File: config.mk
export PLATFORM = sky130hd
export DESIGN_NAME = gga_sentence_field_extractor
export DESIGN_NICKNAME = d
export VERILOG_FILES = /design/src/design/gsfe_pkg.sv /design/src/design/gsfe_front.sv /design/src/design/gsfe_fifo.sv /design/src/design/gsfe_back.sv /design/src/design/gga_sentence_field_extractor.sv
export SDC_FILE = /design/constraint.sdc
export NUM_CORES = 1
export LEC_CHECK = 0
export BUFFER_PORTS_ARGS = -buffer_cell sky130_fd_sc_hd__buf_2
export CAP_MARGIN = 20
export CORE_ASPECT_RATIO = 2
export CORE_MARGIN = 2
export CORE_UTILIZATION = 57
export CTS_CLUSTER_DIAMETER = 60
export CTS_CLUSTER_SIZE = 14
export DETAILED_ROUTE_END_ITERATION = 8
export PLACE_DENSITY_LB_ADDON = 0.25
export REMOVE_ABC_BUFFERS = 1
export SLEW_MARGIN = 20
export SYNTH_ARGS = -nofsm -noshare
export SYNTH_HDL_FRONTEND = slang
export SYNTH_SLANG_ARGS = --single-unit
File: constraint.sdc
create_clock -name clk -period 10.83 [get_ports clk]
set_input_delay 1.6245 -clock clk [delete_from_list [all_inputs] [get_ports clk]]
set_output_delay 1.6245 -clock clk [all_outputs]
set_load 0.02 [all_outputs]
File: src/design/gsfe_pkg.sv
package gsfe_pkg;

	// Capture counter and capture position width (captures run up to 127 bytes).
	localparam int CNT_W = 7;

	// Beat queue between the front and back stages.
	localparam int Q_DEPTH = 4;
	localparam int Q_AW    = 2;

	// Characters of interest.
	localparam logic [7:0] CHAR_G    = 8'h47;
	localparam logic [7:0] CHAR_A    = 8'h41;
	localparam logic [7:0] CHAR_N    = 8'h4E;
	localparam logic [7:0] CHAR_S    = 8'h53;
	localparam logic [7:0] CHAR_ZERO = 8'h30;

	// floor(t / 6) == (t * RECIP6) >> RECIP6_SH for every t below 1024.
	localparam logic [11:0] RECIP6   = 12'd2731;
	localparam int          RECIP6_SH = 14;

	// Field offsets inside a capture (offset 0 is the byte after the header).
	localparam logic [CNT_W-1:0] OFF_HOUR    = 7'd1;
	localparam logic [CNT_W-1:0] OFF_MINUTE  = 7'd3;
	localparam logic [CNT_W-1:0] OFF_SECOND  = 7'd5;
	localparam logic [CNT_W-1:0] OFF_LAT_DEG = 7'd11;
	localparam logic [CNT_W-1:0] OFF_LAT_MIN = 7'd13;
	localparam logic [CNT_W-1:0] OFF_HEMI    = 7'd22;
	localparam logic [CNT_W-1:0] OFF_LON_DEG = 7'd25;
	localparam logic [CNT_W-1:0] OFF_LON_MIN = 7'd27;
	localparam logic [CNT_W-1:0] OFF_FIX     = 7'd38;
	localparam logic [CNT_W-1:0] OFF_SATS    = 7'd40;
	localparam logic [CNT_W-1:0] OFF_HDOP    = 7'd43;
	localparam logic [CNT_W-1:0] OFF_ALT     = 7'd48;

	typedef enum logic [1:0] {
		HDR_IDLE,
		HDR_G,
		HDR_GG
	} hdr_t;

	// One captured byte on its way from the front to the back stage.
	typedef struct packed {
		logic [7:0]       data;
		logic [CNT_W-1:0] pos;
		logic             last;
	} cap_beat_t;

	// Decoded position record.
	typedef struct packed {
		logic [14:0] altitude;
		logic [14:0] hdop;
		logic [11:0] satellites;
		logic [7:0]  fix_quality;
		logic [28:0] lon_fraction;
		logic [11:0] lon_degrees;
		logic [28:0] lat_fraction;
		logic [11:0] lat_degrees;
		logic [11:0] second;
		logic [11:0] minute;
		logic [11:0] hour;
	} rec_t;

endpackage

File: src/design/gsfe_front.sv
module gsfe_front #(
	parameter int CAPTURE_BYTES = 64
) (
	input  logic                clk,
	input  logic                arst_n,
	input  logic                s_tvalid,
	output logic                s_tready,
	input  logic [7:0]          s_tdata,
	output logic                push_valid,
	input  logic                push_ready,
	output gsfe_pkg::cap_beat_t push_beat
);
	import gsfe_pkg::*;

	localparam logic [CNT_W-1:0] CAP_LEN = CNT_W'(CAPTURE_BYTES);

	hdr_t             hdr_q, hdr_d;
	logic [CNT_W-1:0] cnt_q, cnt_d;
	logic             acc;

	assign s_tready = push_ready;
	assign acc      = s_tvalid && s_tready;

	// Header hunt and capture count.
	always_comb begin
		hdr_d = hdr_q;
		cnt_d = cnt_q;
		if (acc) begin
			if (cnt_q == '0) begin
				unique case (hdr_q)
					HDR_IDLE: begin
						hdr_d = (s_tdata == CHAR_G) ? HDR_G : HDR_IDLE;
					end
					HDR_G: begin
						hdr_d = (s_tdata == CHAR_G) ? HDR_GG : HDR_IDLE;
					end
					HDR_GG: begin
						hdr_d = HDR_IDLE;
						if (s_tdata == CHAR_G) begin
							hdr_d = HDR_GG;
						end else if (s_tdata == CHAR_A) begin
							cnt_d = CAP_LEN;
						end
					end
					default: begin
						hdr_d = HDR_IDLE;
					end
				endcase
			end else begin
				cnt_d = cnt_q - CNT_W'(1);
			end
		end
	end

	// Captured bytes go to the queue tagged with their offset.
	always_comb begin
		push_valid     = acc && (cnt_q != '0);
		push_beat.data = s_tdata;
		push_beat.pos  = CAP_LEN - cnt_q;
		push_beat.last = (cnt_q == CNT_W'(1));
	end

	always_ff @(posedge clk or negedge arst_n) begin
		if (!arst_n) begin
			hdr_q <= HDR_IDLE;
			cnt_q <= '0;
		end else begin
			hdr_q <= hdr_d;
			cnt_q <= cnt_d;
		end
	end

endmodule

File: src/design/gsfe_fifo.sv
module gsfe_fifo (
	input  logic                clk,
	input  logic                arst_n,
	input  logic                wr_valid,
	output logic                wr_ready,
	input  gsfe_pkg::cap_beat_t wr_beat,
	output logic                rd_valid,
	input  logic                rd_ready,
	output gsfe_pkg::cap_beat_t rd_beat
);
	import gsfe_pkg::*;

	cap_beat_t       mem_q [Q_DEPTH];
	logic [Q_AW-1:0] wr_ptr_q, rd_ptr_q;
	logic [Q_AW:0]   count_q;
	logic            do_wr, do_rd;

	assign wr_ready = (count_q != (Q_AW + 1)'(Q_DEPTH));
	assign rd_valid = (count_q != '0);
	assign rd_beat  = mem_q[rd_ptr_q];
	assign do_wr    = wr_valid && wr_ready;
	assign do_rd    = rd_valid && rd_ready;

	always_ff @(posedge clk) begin
		if (do_wr) begin
			mem_q[wr_ptr_q] <= wr_beat;
		end
	end

	always_ff @(posedge clk or negedge arst_n) begin
		if (!arst_n) begin
			wr_ptr_q <= '0;
			rd_ptr_q <= '0;
			count_q  <= '0;
		end else begin
			if (do_wr) begin
				wr_ptr_q <= wr_ptr_q + Q_AW'(1);
			end
			if (do_rd) begin
				rd_ptr_q <= rd_ptr_q + Q_AW'(1);
			end
			if (do_wr && !do_rd) begin
				count_q <= count_q + (Q_AW + 1)'(1);
			end else if (do_rd && !do_wr) begin
				count_q <= count_q - (Q_AW + 1)'(1);
			end
		end
	end

endmodule

File: src/design/gsfe_back.sv
module gsfe_back (
	input  logic                clk,
	input  logic                arst_n,
	input  logic                beat_valid,
	output logic                beat_ready,
	input  gsfe_pkg::cap_beat_t beat,
	output logic                res_valid,
	input  logic                res_ready,
	output gsfe_pkg::rec_t      res_rec,
	output logic                res_ok
);
	import gsfe_pkg::*;

	// Working copy of the fields being accumulated during a capture.
	typedef struct packed {
		rec_t       rec;
		logic       hemi_ok;
		logic [2:0] lat_rem;
		logic [2:0] lon_rem;
	} scratch_t;

	scratch_t sc_q, sc_d;
	rec_t     rec_q;
	logic     ok_q, valid_q;
	logic     pop;
	logic [7:0] dig;

	// Minutes unit: running quotient and remainder of the minutes value by six.
	logic        m_en, m_first, m_100, m_lon;
	logic [28:0] m_q_in, m_q_out;
	logic [2:0]  m_r_in, m_r_out;
	logic [9:0]  m_t;
	logic [21:0] m_prod;
	logic [7:0]  m_q6;

	function automatic logic [11:0] acc12(logic [11:0] a, logic [7:0] d);
		return (a * 12'd10) + 12'(d);
	endfunction

	function automatic logic [14:0] acc15(logic [14:0] a, logic [7:0] d);
		return (a * 15'd10) + 15'(d);
	endfunction

	assign dig = beat.data - CHAR_ZERO;
	// Non-final beats never touch the output register, so they drain during a stall.
	assign pop = beat_valid && (!beat.last || !valid_q || res_ready);
	assign beat_ready = pop;

	always_comb begin
		m_en    = 1'b0;
		m_first = 1'b0;
		m_100   = 1'b0;
		m_lon   = (beat.pos >= OFF_LON_MIN);
		unique case (beat.pos) inside
			OFF_LAT_MIN, OFF_LON_MIN: begin
				m_en    = 1'b1;
				m_first = 1'b1;
			end
			OFF_LAT_MIN + 7'd1, OFF_LAT_MIN + 7'd3, OFF_LAT_MIN + 7'd4,
			OFF_LAT_MIN + 7'd5, OFF_LAT_MIN + 7'd6,
			OFF_LON_MIN + 7'd1, OFF_LON_MIN + 7'd3, OFF_LON_MIN + 7'd4,
			OFF_LON_MIN + 7'd5, OFF_LON_MIN + 7'd6: begin
				m_en = 1'b1;
			end
			OFF_LAT_MIN + 7'd7, OFF_LON_MIN + 7'd7: begin
				m_en  = 1'b1;
				m_100 = 1'b1;
			end
			default: begin
				m_en = 1'b0;
			end
		endcase
	end

	always_comb begin
		m_q_in  = m_first ? '0 : (m_lon ? sc_q.rec.lon_fraction : sc_q.rec.lat_fraction);
		m_r_in  = m_first ? '0 : (m_lon ? sc_q.lon_rem : sc_q.lat_rem);
		m_t     = (m_100 ? (10'(m_r_in) * 10'd100) : (10'(m_r_in) * 10'd10)) + 10'(dig);
		m_prod  = 22'(m_t) * 22'(RECIP6);
		m_q6    = m_prod[RECIP6_SH +: 8];
		m_r_out = 3'(m_t - (10'(m_q6) * 10'd6));
		m_q_out = (m_100 ? (m_q_in * 29'd100) : (m_q_in * 29'd10)) + 29'(m_q6);
	end

	always_comb begin
		sc_d = sc_q;
		unique case (beat.pos) inside
			OFF_HOUR:           sc_d.rec.hour        = 12'(dig);
			OFF_HOUR + 7'd1:    sc_d.rec.hour        = acc12(sc_q.rec.hour, dig);
			OFF_MINUTE:         sc_d.rec.minute      = 12'(dig);
			OFF_MINUTE + 7'd1:  sc_d.rec.minute      = acc12(sc_q.rec.minute, dig);
			OFF_SECOND:         sc_d.rec.second      = 12'(dig);
			OFF_SECOND + 7'd1:  sc_d.rec.second      = acc12(sc_q.rec.second, dig);
			OFF_LAT_DEG:        sc_d.rec.lat_degrees = 12'(dig);
			OFF_LAT_DEG + 7'd1: sc_d.rec.lat_degrees = acc12(sc_q.rec.lat_degrees, dig);
			OFF_HEMI:           sc_d.hemi_ok = (beat.data == CHAR_N) || (beat.data == CHAR_S);
			OFF_LON_DEG:        sc_d.rec.lon_degrees = 12'(dig);
			OFF_LON_DEG + 7'd1: sc_d.rec.lon_degrees = acc12(sc_q.rec.lon_degrees, dig);
			OFF_FIX:            sc_d.rec.fix_quality = dig;
			OFF_SATS:           sc_d.rec.satellites  = 12'(dig);
			OFF_SATS + 7'd1:    sc_d.rec.satellites  = acc12(sc_q.rec.satellites, dig);
			OFF_HDOP:           sc_d.rec.hdop        = 15'(dig);
			OFF_HDOP + 7'd2, OFF_HDOP + 7'd3: begin
				sc_d.rec.hdop = acc15(sc_q.rec.hdop, dig);
			end
			OFF_ALT:            sc_d.rec.altitude    = 15'(dig);
			OFF_ALT + 7'd1, OFF_ALT + 7'd2: begin
				sc_d.rec.altitude = acc15(sc_q.rec.altitude, dig);
			end
			default: begin
				sc_d = sc_q;
			end
		endcase
		if (m_en) begin
			if (m_lon) begin
				sc_d.rec.lon_fraction = m_q_out;
				sc_d.lon_rem          = m_r_out;
			end else begin
				sc_d.rec.lat_fraction = m_q_out;
				sc_d.lat_rem          = m_r_out;
			end
		end
	end

	always_ff @(posedge clk) begin
		if (pop) begin
			sc_q <= sc_d;
		end
	end

	always_ff @(posedge clk or negedge arst_n) begin
		if (!arst_n) begin
			valid_q <= 1'b0;
			ok_q    <= 1'b0;
			rec_q   <= '0;
		end else begin
			if (pop && beat.last) begin
				valid_q <= 1'b1;
				ok_q    <= sc_d.hemi_ok;
				if (sc_d.hemi_ok) begin
					rec_q <= sc_d.rec;
				end else begin
					rec_q.fix_quality <= '0;
				end
			end else if (res_ready) begin
				valid_q <= 1'b0;
			end
		end
	end

	assign res_valid = valid_q;
	assign res_rec   = rec_q;
	assign res_ok    = ok_q;

endmodule

File: src/design/gga_sentence_field_extractor.sv
// GGA sentence field extractor.
// The slave stream carries one received character per beat in s_tdata. The block
// hunts for the letters GGA, then takes the next CAPTURE_BYTES characters as one
// capture and decodes time, latitude, longitude, fix, satellites, HDOP and
// altitude from fixed offsets. One master beat leaves per completed capture:
// m_tuser is 1 when the hemisphere letter was N or S and the fields were refreshed,
// 0 when the check failed, in which case the held record goes out with fix cleared.
// Throughput is one character per cycle while the beat queue has room; the limit
// is the per-byte digit accumulate in the back stage, including the shared
// divide-by-six step of the minutes fields. The last capture byte is written into
// the beat queue, and m_tvalid rises when the back stage pops it into the output
// register; a pending result that the receiver has not taken holds that pop back.
// Reset clears the header hunt, the capture count, the queue and the held record.
// When the receiver stalls, capture bytes keep draining into the back stage; only
// the final byte of the next capture waits, and once the four-entry queue fills,
// s_tready drops until the pending result is taken.
module gga_sentence_field_extractor #(
	parameter int CAPTURE_BYTES = 64
) (
	input  logic         clk,
	input  logic         arst_n,
	input  logic         s_tvalid,
	output logic         s_tready,
	input  logic [7:0]   s_tdata,   // [7:0] rx_byte
	output logic         m_tvalid,
	input  logic         m_tready,
	// [11:0] hour, [23:12] minute, [35:24] second, [47:36] lat_degrees,
	// [76:48] lat_fraction, [88:77] lon_degrees, [117:89] lon_fraction,
	// [125:118] fix_quality, [137:126] satellites, [152:138] hdop,
	// [167:153] altitude
	output logic [167:0] m_tdata,
	output logic [0:0]   m_tuser    // [0] ok
);
	import gsfe_pkg::*;

	// The front stage tags each captured byte with its offset in the capture.
	cap_beat_t push_beat, pop_beat;
	logic      push_valid, push_ready, pop_valid, pop_ready;
	rec_t      res_rec;
	logic      res_ok;

	gsfe_front #(
		.CAPTURE_BYTES(CAPTURE_BYTES)
	) u_front (
		.clk       (clk),
		.arst_n    (arst_n),
		.s_tvalid  (s_tvalid),
		.s_tready  (s_tready),
		.s_tdata   (s_tdata),
		.push_valid(push_valid),
		.push_ready(push_ready),
		.push_beat (push_beat)
	);

	// A short queue lets the header hunt run on while the back stage waits.
	gsfe_fifo u_fifo (
		.clk     (clk),
		.arst_n  (arst_n),
		.wr_valid(push_valid),
		.wr_ready(push_ready),
		.wr_beat (push_beat),
		.rd_valid(pop_valid),
		.rd_ready(pop_ready),
		.rd_beat (pop_beat)
	);

	// The back stage accumulates the fields and owns the output register.
	gsfe_back u_back (
		.clk       (clk),
		.arst_n    (arst_n),
		.beat_valid(pop_valid),
		.beat_ready(pop_ready),
		.beat      (pop_beat),
		.res_valid (m_tvalid),
		.res_ready (m_tready),
		.res_rec   (res_rec),
		.res_ok    (res_ok)
	);

	assign m_tdata = {res_rec.altitude, res_rec.hdop, res_rec.satellites,
		res_rec.fix_quality, res_rec.lon_fraction, res_rec.lon_degrees,
		res_rec.lat_fraction, res_rec.lat_degrees, res_rec.second,
		res_rec.minute, res_rec.hour};
	assign m_tuser = res_ok;

endmodule

==> flow_summary.yaml, run 1 <==
run_status:
  status: "finished, final reports clean"
clocking:
  cts_tree: "yes"
  clk_pin_slew_worst_paths_ns: 0.07
  cts_max_path_buffers: 3
  cts_num_sinks: 425
  clockRootBuffer: "clkbuf_16"
  worst_skew_pair.late_latency_ns: 0.58
  cts_hold_buf: 0
  cts_buffers: 38
  htree_levels: 2
global_route:
  grt_start_max_net_pins: 102
  grt_pass1_wl_mm: 135
  track_usage_pct: 30.3
  antenna_found_initial: 0
  grt_remaining_overflow: 0
  grt_pass1_vias: 25600
sta:
  hold_violations: 0
  period_minus_slack_ns: 10.56
  drv_slew: 0
  holdWs_ns: 0.470
  finClkSkew_ns: 0.0296
  fin_crit_sh_pct: 97.5
  fin_setup_tns_ns: 0
  slew_headroom_pct: 25.5
  tightest_slew_ns: 1.12
  setup_viol: 0
  fmax_mhz: 94.7
die:
  rows: 121
  start_util_pct: 57.7
  core-area_mm2: 0.0544
  io_pins: 183
  die_x_um: 170
  die_y_um: 336
  die_area_mm2: 0.0570
routing:
  wl_mm: 85.2
  wl_met2_mm: 45.2
  drt_iter0_drc: 1429
  vias: 24200
  drc: 0
  vias_per_cell: 5.97
  met1_length_mm: 30.1
  dr_wl_met3_mm: 3.33
  ant_nets: 0
  dr.pass1.iters: 5
  wl_per_cell_um: 21.0
  top_layer: "met4"
place:
  hpwl_mm: 65.4
  place_congestion: 0.986
  placed_cells: 3963
  port-buffer-count: 182
synthesis:
  yosys.area_share.simple_pct: 12.4
  synth_fa_ha_area_share_pct: 20.4
  synth_edf_count: 239
  synth_area_mm2: 0.0314
  synth_flop_cell: "edfxtp_1"
  synth-compound-area-share_pct: 12.7
  synth.distinct_cells: 86
  synth_top_family_by_area: "adder cells"
  seq_area_frac_synth_pct: 37.7
  netlist_top_cells_area: "edfxtp_1 (23%), ha_1 (16%), dfrtp_1 (15%)"
  netlist.top_cell.by_area: "edfxtp_1"
  muxShareOfSynthArea_pct: 5.61
  syn_inst: 3122
  avgSynthCellArea_um2: 10.0
  synth-xor-area-share_pct: 6.50
  synth_top_area_share_pct: 22.9
  synth_warnings: 0
  synth_seq_cells: 425
  async_flop_share_pct: 43.8
setup_path:
  critPathKind: "flop to flop"
  cp_slowest_cell: "mux4_2"
  arrival_ns: 10.87
  cp-end-kind: "flop"
  cp_slowest_stage_delay_ns: 0.62
  crit_required_ns: 11.14
  crit_path_max_fanout: 5
  cp_top_family: "adder cells"
  startpoint_type: "flop"
  path_buf_inv: 4
final_layout:
  nFillCells: 4423
  areaGrowthSynthToFinish_pct: 11.4
  drive_gt1_share_pct: 15.5
  num-nets-final: 3825
  fin_cells: 4049
  num_antenna_cells: 0
worst_hold_path:
  hp-class: "flop to flop"
job:
  max_cap_violations: 0
-- per-layer routing --
metal	global-route usage (%)	vias up
li1	-	11400
met1	31.3	11800
met2	56.5	703
met3	2.92	297
met4	21.0	0
met5	0	-
-- sequential cells by signal, summed over array words and instances, names as in the netlist, 2 cells and up --
name / cells
u_back.res_rec: 168
u_back.sc_q: 175
u_fifo.count_q: 3
u_fifo.mem_q: 64
u_fifo.rd_ptr_q: 2
u_fifo.wr_ptr_q: 2
u_front.cnt_q: 7
u_front.hdr_q: 2
-- cells by family after synthesis --
family	count (synthesis)
and+or+nand+nor	865
adders and majority gates	470
muxes	147
buffers and inverters	375
xor gates and xnor gates	231
DFF	425
AOI/OAI and AO/OA	609
-- tightest hold or removal path, delay by kind of cell, from the launching register on --
kind | cells | cell delay [ns]
DFF | 1 | 0.34
and+or+nand+nor | 2 | 0.10
-- layout by cell type, fill, tap and decap left out, types with 43 or more instances in the layout --
master,netlist,final
nand2_1,473,472
a21oi_1,149,139
ha_1,400,394
dfrtp_1,186,185
a21o_1,55,55
mux2_2,90,90
inv_1,285,280
buf_4,0,82
o21ai_0,153,148
mux2i_1,43,43
o21bai_1,43,43
fa_1,70,68
buf_2,5,181
edfxtp_1,239,239
xor2_1,66,65
nor2_1,133,123
nand3_1,55,55
xnor2_1,164,163
-- through the flow --
stage                     utilization (%)  setup slack [ns]  instance area [um2]
after floorplan                         -             -2.39                31000
after global placement               61.3           0.00830                33300
after detailed placement             61.3            -0.316                33300
after CTS                            63.5            0.0253                34500
after global routing                 64.2            -0.154                34900
final                                64.2             0.270                34900
-- timing repair --
item | CTS | global route
gates resized for setup | 6 | 65
cloned | 0 | 1
endpoints found under the setup margin | 32 | 82
buffers inserted | 2 | 13
pin swaps | 4 | 49
-- cells in the mapped netlist, types with 24 or more instances --
master    count
nand2_1     473
ha_1        400
inv_1       285
edfxtp_1    239
dfrtp_1     186
xnor2_1     164
o21ai_0     153
a21oi_1     149
nor2_1      133
mux2_2       90
fa_1         70
clkbuf_1     69
xor2_1       66
a21o_1       55
nand3_1      55
mux2i_1      43
o21bai_1     43
nor2b_1      35
nor3_1       33
or2_2        24
-- area by class of cell --
cell class,count,area [um2],share of cell area [%]
multi-input cells,2322,18400,52.7
flip-flops and latches,425,11800,33.9
repair buffers,269,1620,4.65
inverters,287,1080,3.10
clock buffers,61,1060,3.03
well taps,676,846,2.42
clock inverters,9,81.3,0.233
-- final timing paths --
path | from | to | slack, ns | cells after the start
max in group asynchronous | arst_n | u_back.res_rec[92] | 8.47 | 2
max reg2reg | u_fifo.rd_ptr_q[0] | u_back.sc_q[123] | 0.27 | 48
max | u_fifo.rd_ptr_q[0] | u_back.sc_q[123] | 0.27 | 48
min | u_back.res_rec[85] | u_back.res_rec[85] | 0.47 | 2
min in group asynchronous | arst_n | u_back.res_rec[46] | 1.05 | 1
min reg2reg | u_back.res_rec[85] | u_back.res_rec[85] | 0.47 | 2
Power of run 1 is not shown: default switching activity piles up to over one toggle a cycle in this logic, so the estimate is an artifact.
==> inputs of run 2 (changes only) <==
--- a/config.mk
+++ b/config.mk
@@ -14,6 +14,7 @@
 export CTS_CLUSTER_SIZE = 14
 export DETAILED_ROUTE_END_ITERATION = 8
 export PLACE_DENSITY_LB_ADDON = 0.25
+export RECOVER_POWER = 50
 export REMOVE_ABC_BUFFERS = 1
 export SLEW_MARGIN = 20
 export SYNTH_ARGS = -nofsm -noshare
==> run 2 against run 1 <==
Against the previous run:
- the flow now finishes with violations (capacitance limit, slew limit)
- worst hold slack gained 0.0054 ns
- non-clock buffer count unchanged
- die area did not move
- global-route usage stayed put
- register-to-register slack lost 0.02 ns
==> flow_summary.yaml, run 2 (same netlist as run 1, synthesis figures left out) <==
routing:
  drc: 0
  vias_per_cell: 6.00
  wl_per_cell_um: 21.1
  vias: 24300
  ant_nets: 0
  drt_iter0_drc: 1264
  wl_mm: 85.3
  dr.pass1.iters: 6
die:
  start_util_pct: 57.7
  core-area_mm2: 0.0544
  die_x_um: 170
  io_pins: 183
  die_y_um: 336
  die_area_mm2: 0.0570
  rows: 121
sta:
  slew_headroom_pct: -154
  finClkSkew_ns: 0.0284
  fin_crit_sh_pct: 97.7
  setup_viol: 0
  holdWs_ns: 0.475
  fin_ws_ns: 0.253
  fmax_mhz: 94.5
  drv_slew: 191
  period_minus_slack_ns: 10.58
  tightest_slew_ns: 3.80
  hold_violations: 0
setup_path:
  crit_required_ns: 11.14
  arrival_ns: 10.89
  r2r_slack_ns: 0.25
  crit_path_max_fanout: 5
  cp-end-kind: "flop"
  reg2regPathDepth: 48
  cp_slowest_stage_delay_ns: 0.62
  startpoint_type: "flop"
  critPathKind: "flop to flop"
  cp_slowest_cell: "mux4_2"
final_layout:
  num-nets-final: 3825
  drive_gt1_share_pct: 10.0
  fin_cells: 4049
  largest_reg_flops: 175
  multiInputGateArea_mm2: 0.0184
  largest_register: "u_back.sc_q"
  nFillCells: 4524
  num_antenna_cells: 0
  mostFrequentLayoutCells: "nand2_1 (472), ha_1 (394), inv_1 (281)"
  stdcell_area_mm2: 0.0347
  final_common_cell: "nand2_1"
  areaGrowthSynthToFinish_pct: 10.6
  seq_area_mm2: 0.0118
place:
  hpwl_mm: 65.4
  place_congestion: 0.986
  place_area_mm2: 0.0333
  port-buffer-count: 182
  placed_cells: 3963
  place_ws_ns: -0.316
clocking:
  cts_tree: "yes"
  clockRootBuffer: "clkbuf_16"
  cts_buffers: 38
  cts_num_sinks: 425
  htree_levels: 2
  clk_pin_slew_worst_paths_ns: 0.07
  cts_max_path_buffers: 3
  worst_skew_pair.late_latency_ns: 0.58
global_route:
  track_usage_pct: 30.3
  grt_pass1_wl_mm: 135
  grt_start_max_net_pins: 102
  antenna_found_initial: 0
  grt_pass1_vias: 25600
  grt_remaining_overflow: 0
job:
  max_cap_violations: 3
run_status:
  violations: "capacitance limit, slew limit"
  status: "complete, but fails checks"
worst_hold_path:
  hold_depth: 2
  hp-class: "flop to flop"
run 2: worst paths after layout:
kind	endpoint	from
setup / recovery	u_back.sc_q[123]	u_fifo.rd_ptr_q[0]
hold / removal	u_back.res_rec[85]	u_back.res_rec[85]
setup reg to reg	u_back.sc_q[123]	u_fifo.rd_ptr_q[0]
hold reg to reg	u_back.res_rec[85]	u_back.res_rec[85]
max in group asynchronous	u_fifo.rd_ptr_q[0]	arst_n
min in group asynchronous	u_back.res_rec[46]	arst_n
run 2: layer usage:
| metal | global-route usage (%) | routed length [um] |
|---|---|---|
| met1 | 31.3 | 30000 |
| met2 | 56.5 | 45300 |
| met3 | 2.92 | 3340 |
| met4 | 21.0 | 6680 |
| met5 | 0 | 0 |
run 2: worst max-delay path: cells and delay by family (launching register included):
family                     cells  cell delay [ns]
AOI/OAI and AO/OA             15             2.74
adders and majority gates     10             3.51
xor gates and xnor gates       2             0.24
DFF                            1             0.43
and+or+nand+nor               16             2.49
muxes                          1             0.62
buffers and inverters          4             0.29
run 2: per-stage QoR:
| step | TNS [ns] | utilization (%) |
|---|---|---|
| 6_report | 0 | 63.8 |
| 5_1_grt | -2.83 | 63.8 |
| 4_1_cts | 0 | 63.5 |
| 3_5_place_dp | -4.48 | 61.3 |
| 3_3_place_gp | 0 | 61.3 |
| 2_1_floorplan | -415.34 | - |
run 2: cell type report:
| cell class | instances | share of cell area [%] |
|---|---|---|
| clock inverters | 9 | 0.235 |
| clock buffers | 61 | 3.05 |
| well taps | 676 | 2.44 |
| inverters | 287 | 3.12 |
| repair buffers | 269 | 3.97 |
| flip-flops and latches | 425 | 34.1 |
| multi-input cells | 2322 | 53.1 |
run 2: repair_timing:
item / 4_1_cts / 5_1_grt
setup endpoints to repair: 32 / 82
pin swaps: 4 / 49
resized for setup: 6 / 65
buffers inserted: 2 / 13
hold buffers: 0 / 0
cloned: 0 / 1
Power of run 2 is left out for the same reason.
==> inputs of run 3 (changes only) <==
==> constraint.sdc (replaced) <==
create_clock -name clk -period 8.5 [get_ports clk]
set_input_delay 1.275 -clock clk [delete_from_list [all_inputs] [get_ports clk]]
set_output_delay 1.275 -clock clk [all_outputs]
set_load 0.02 [all_outputs]
==> run 3 against run 2 <==
Against the previous run:
- sequential cell count stayed put
- core utilization grew 3.4 points
- highest routed layer unchanged
- the run ends with capacitance limit, slew limit, setup timing left
- routed wire length up 3.5%
- fmax grew 0.73%
- critical path depth up 4
- worst hold slack worse by 0.0038 ns
==> flow_summary.yaml, run 3 (same netlist as run 1, synthesis figures left out) <==
routing:
  vias_per_cell: 6.03
  drc: 0
  wl_mm: 88.3
  dr.pass1.iters: 6
  vias: 25000
  wl_per_cell_um: 21.3
  ant_nets: 0
  drt_iter0_drc: 1435
sta:
  setup_viol: 108
  slew_headroom_pct: -205
  fin_ws_ns: -2.00
  tightest_slew_ns: 4.57
  grt_setup_unrepaired: "yes"
  drv_slew: 83
  hold_violations: 0
  finClkSkew_ns: 0.0300
  fmax_mhz: 95.2
  period_minus_slack_ns: 10.50
  fin_crit_sh_pct: 124
  holdWs_ns: 0.471
place:
  place_congestion: 1.01
  hpwl_mm: 65.7
  place_ws_ns: -2.49
  port-buffer-count: 182
final_layout:
  largest_register: "u_back.sc_q"
  seq_area_mm2: 0.0118
  areaGrowthSynthToFinish_pct: 16.5
  num-nets-final: 3925
  mostFrequentLayoutCells: "nand2_1 (459), ha_1 (387), inv_1 (272)"
  final_common_cell: "nand2_1"
  multiInputGateArea_mm2: 0.0191
  largest_reg_flops: 175
  drive_gt1_share_pct: 20.2
  nFillCells: 4147
die:
  rows: 121
  io_pins: 183
  die_area_mm2: 0.0570
  die_x_um: 170
  start_util_pct: 57.7
  die_y_um: 336
  core-area_mm2: 0.0544
setup_path:
  cp_common_cell: "buf_6"
  cp-end-kind: "flop"
  arrival_ns: 10.94
  startpoint_type: "flop"
  crit_required_ns: 8.94
  cp_slowest_stage_delay_ns: 0.60
  cp_slowest_cell: "fa_1"
  critPathKind: "flop to flop"
  crit_path_max_fanout: 5
run_status:
  status: "complete, but fails checks"
  violations: "capacitance limit, slew limit, setup timing"
job:
  max_cap_violations: 1
clocking:
  worst_skew_pair.late_latency_ns: 0.58
  cts_buffers: 38
  cts_num_sinks: 425
  cts_tree: "yes"
  clk_pin_slew_worst_paths_ns: 0.07
  htree_levels: 2
  clockRootBuffer: "clkbuf_16"
  cts_max_path_buffers: 3
global_route:
  grt_pass1_wl_mm: 137
  grt_start_max_net_pins: 100
  use_met2_pct: 58.2
  top_usage_layer: "met2"
  antenna_found_initial: 0
  grt_remaining_overflow: 0
  track_usage_pct: 30.7
  grt_pass1_vias: 26400
  groute.layer.met1.usage_pct: 31.1
  grt_use_met3_pct: 3.38
worst_hold_path:
  hp-class: "flop to flop"
-- run 3: cell count changes in the layout (fill, tap and decap cells not counted), sizes merged --
cell / delta
clkinv: -2
bufinv: +1
buf: +276
clkbuf: -177
clkinvlp: +1
diode: +1
-- run 3: critical path: cells and delay by family (launching register included) --
family          cells  cell delay (ns)
compound gates     17             2.52
mux                 3             1.11
fa+ha+maj           8             3.26
buf+inv            10             1.18
simple gates       12             1.58
xor+xnor            2             0.32
flops               1             0.41
-- run 3: worst paths after layout --
path / start / endpoint / slack (ns) / depth (start not counted)
max: u_fifo.rd_ptr_q[0] / u_back.res_rec[110] / -2.00 / 52
min: u_back.res_rec[21] / u_back.res_rec[21] / 0.47 / 2
max reg2reg: u_fifo.rd_ptr_q[0] / u_back.res_rec[110] / -2.00 / 52
min reg2reg: u_back.res_rec[21] / u_back.res_rec[21] / 0.47 / 2
max in group asynchronous: arst_n / u_fifo.rd_ptr_q[0] / 3.25 / 1
min in group asynchronous: arst_n / u_back.res_rec[44] / 2.32 / 1
-- run 3: area by class of cell --
cell class,count,share of cell area [%]
inverter,287,2.97
sequential,425,32.4
tap,676,2.31
clock buffer,60,2.95
multi-input combinational,2322,52.3
clock inverter,9,0.277
timing repair buffer,369,6.83
antenna,1,0.00685
-- run 3: timing repair --
item,CTS,global route
endpoints found under the setup margin,114,114
hold buffers,0,0
setup buffers,30,24
resized for setup,135,137
pin swaps,70,66
cloned,1,0
-- run 3: per-stage QoR --
step	utilization (%)	instance area, um2	TNS [ns]	cells
after global routing	67.2	36500	-224.49	4148
after detailed placement	62.3	33800	-203.00	4030
final	67.2	36500	-169.50	4149
after CTS	65.9	35800	-133.62	4129
after floorplan	-	31000	-928.07	3034
after global placement	62.3	33800	-172.05	4030
-- run 3: layer usage --
layer	wire length, um	up-vias
met3	4080	334
met2	47200	846
met4	6610	0
met5	0	-
li1	-	11600
met1	30400	12200
Power of run 3 is left out for the same reason.
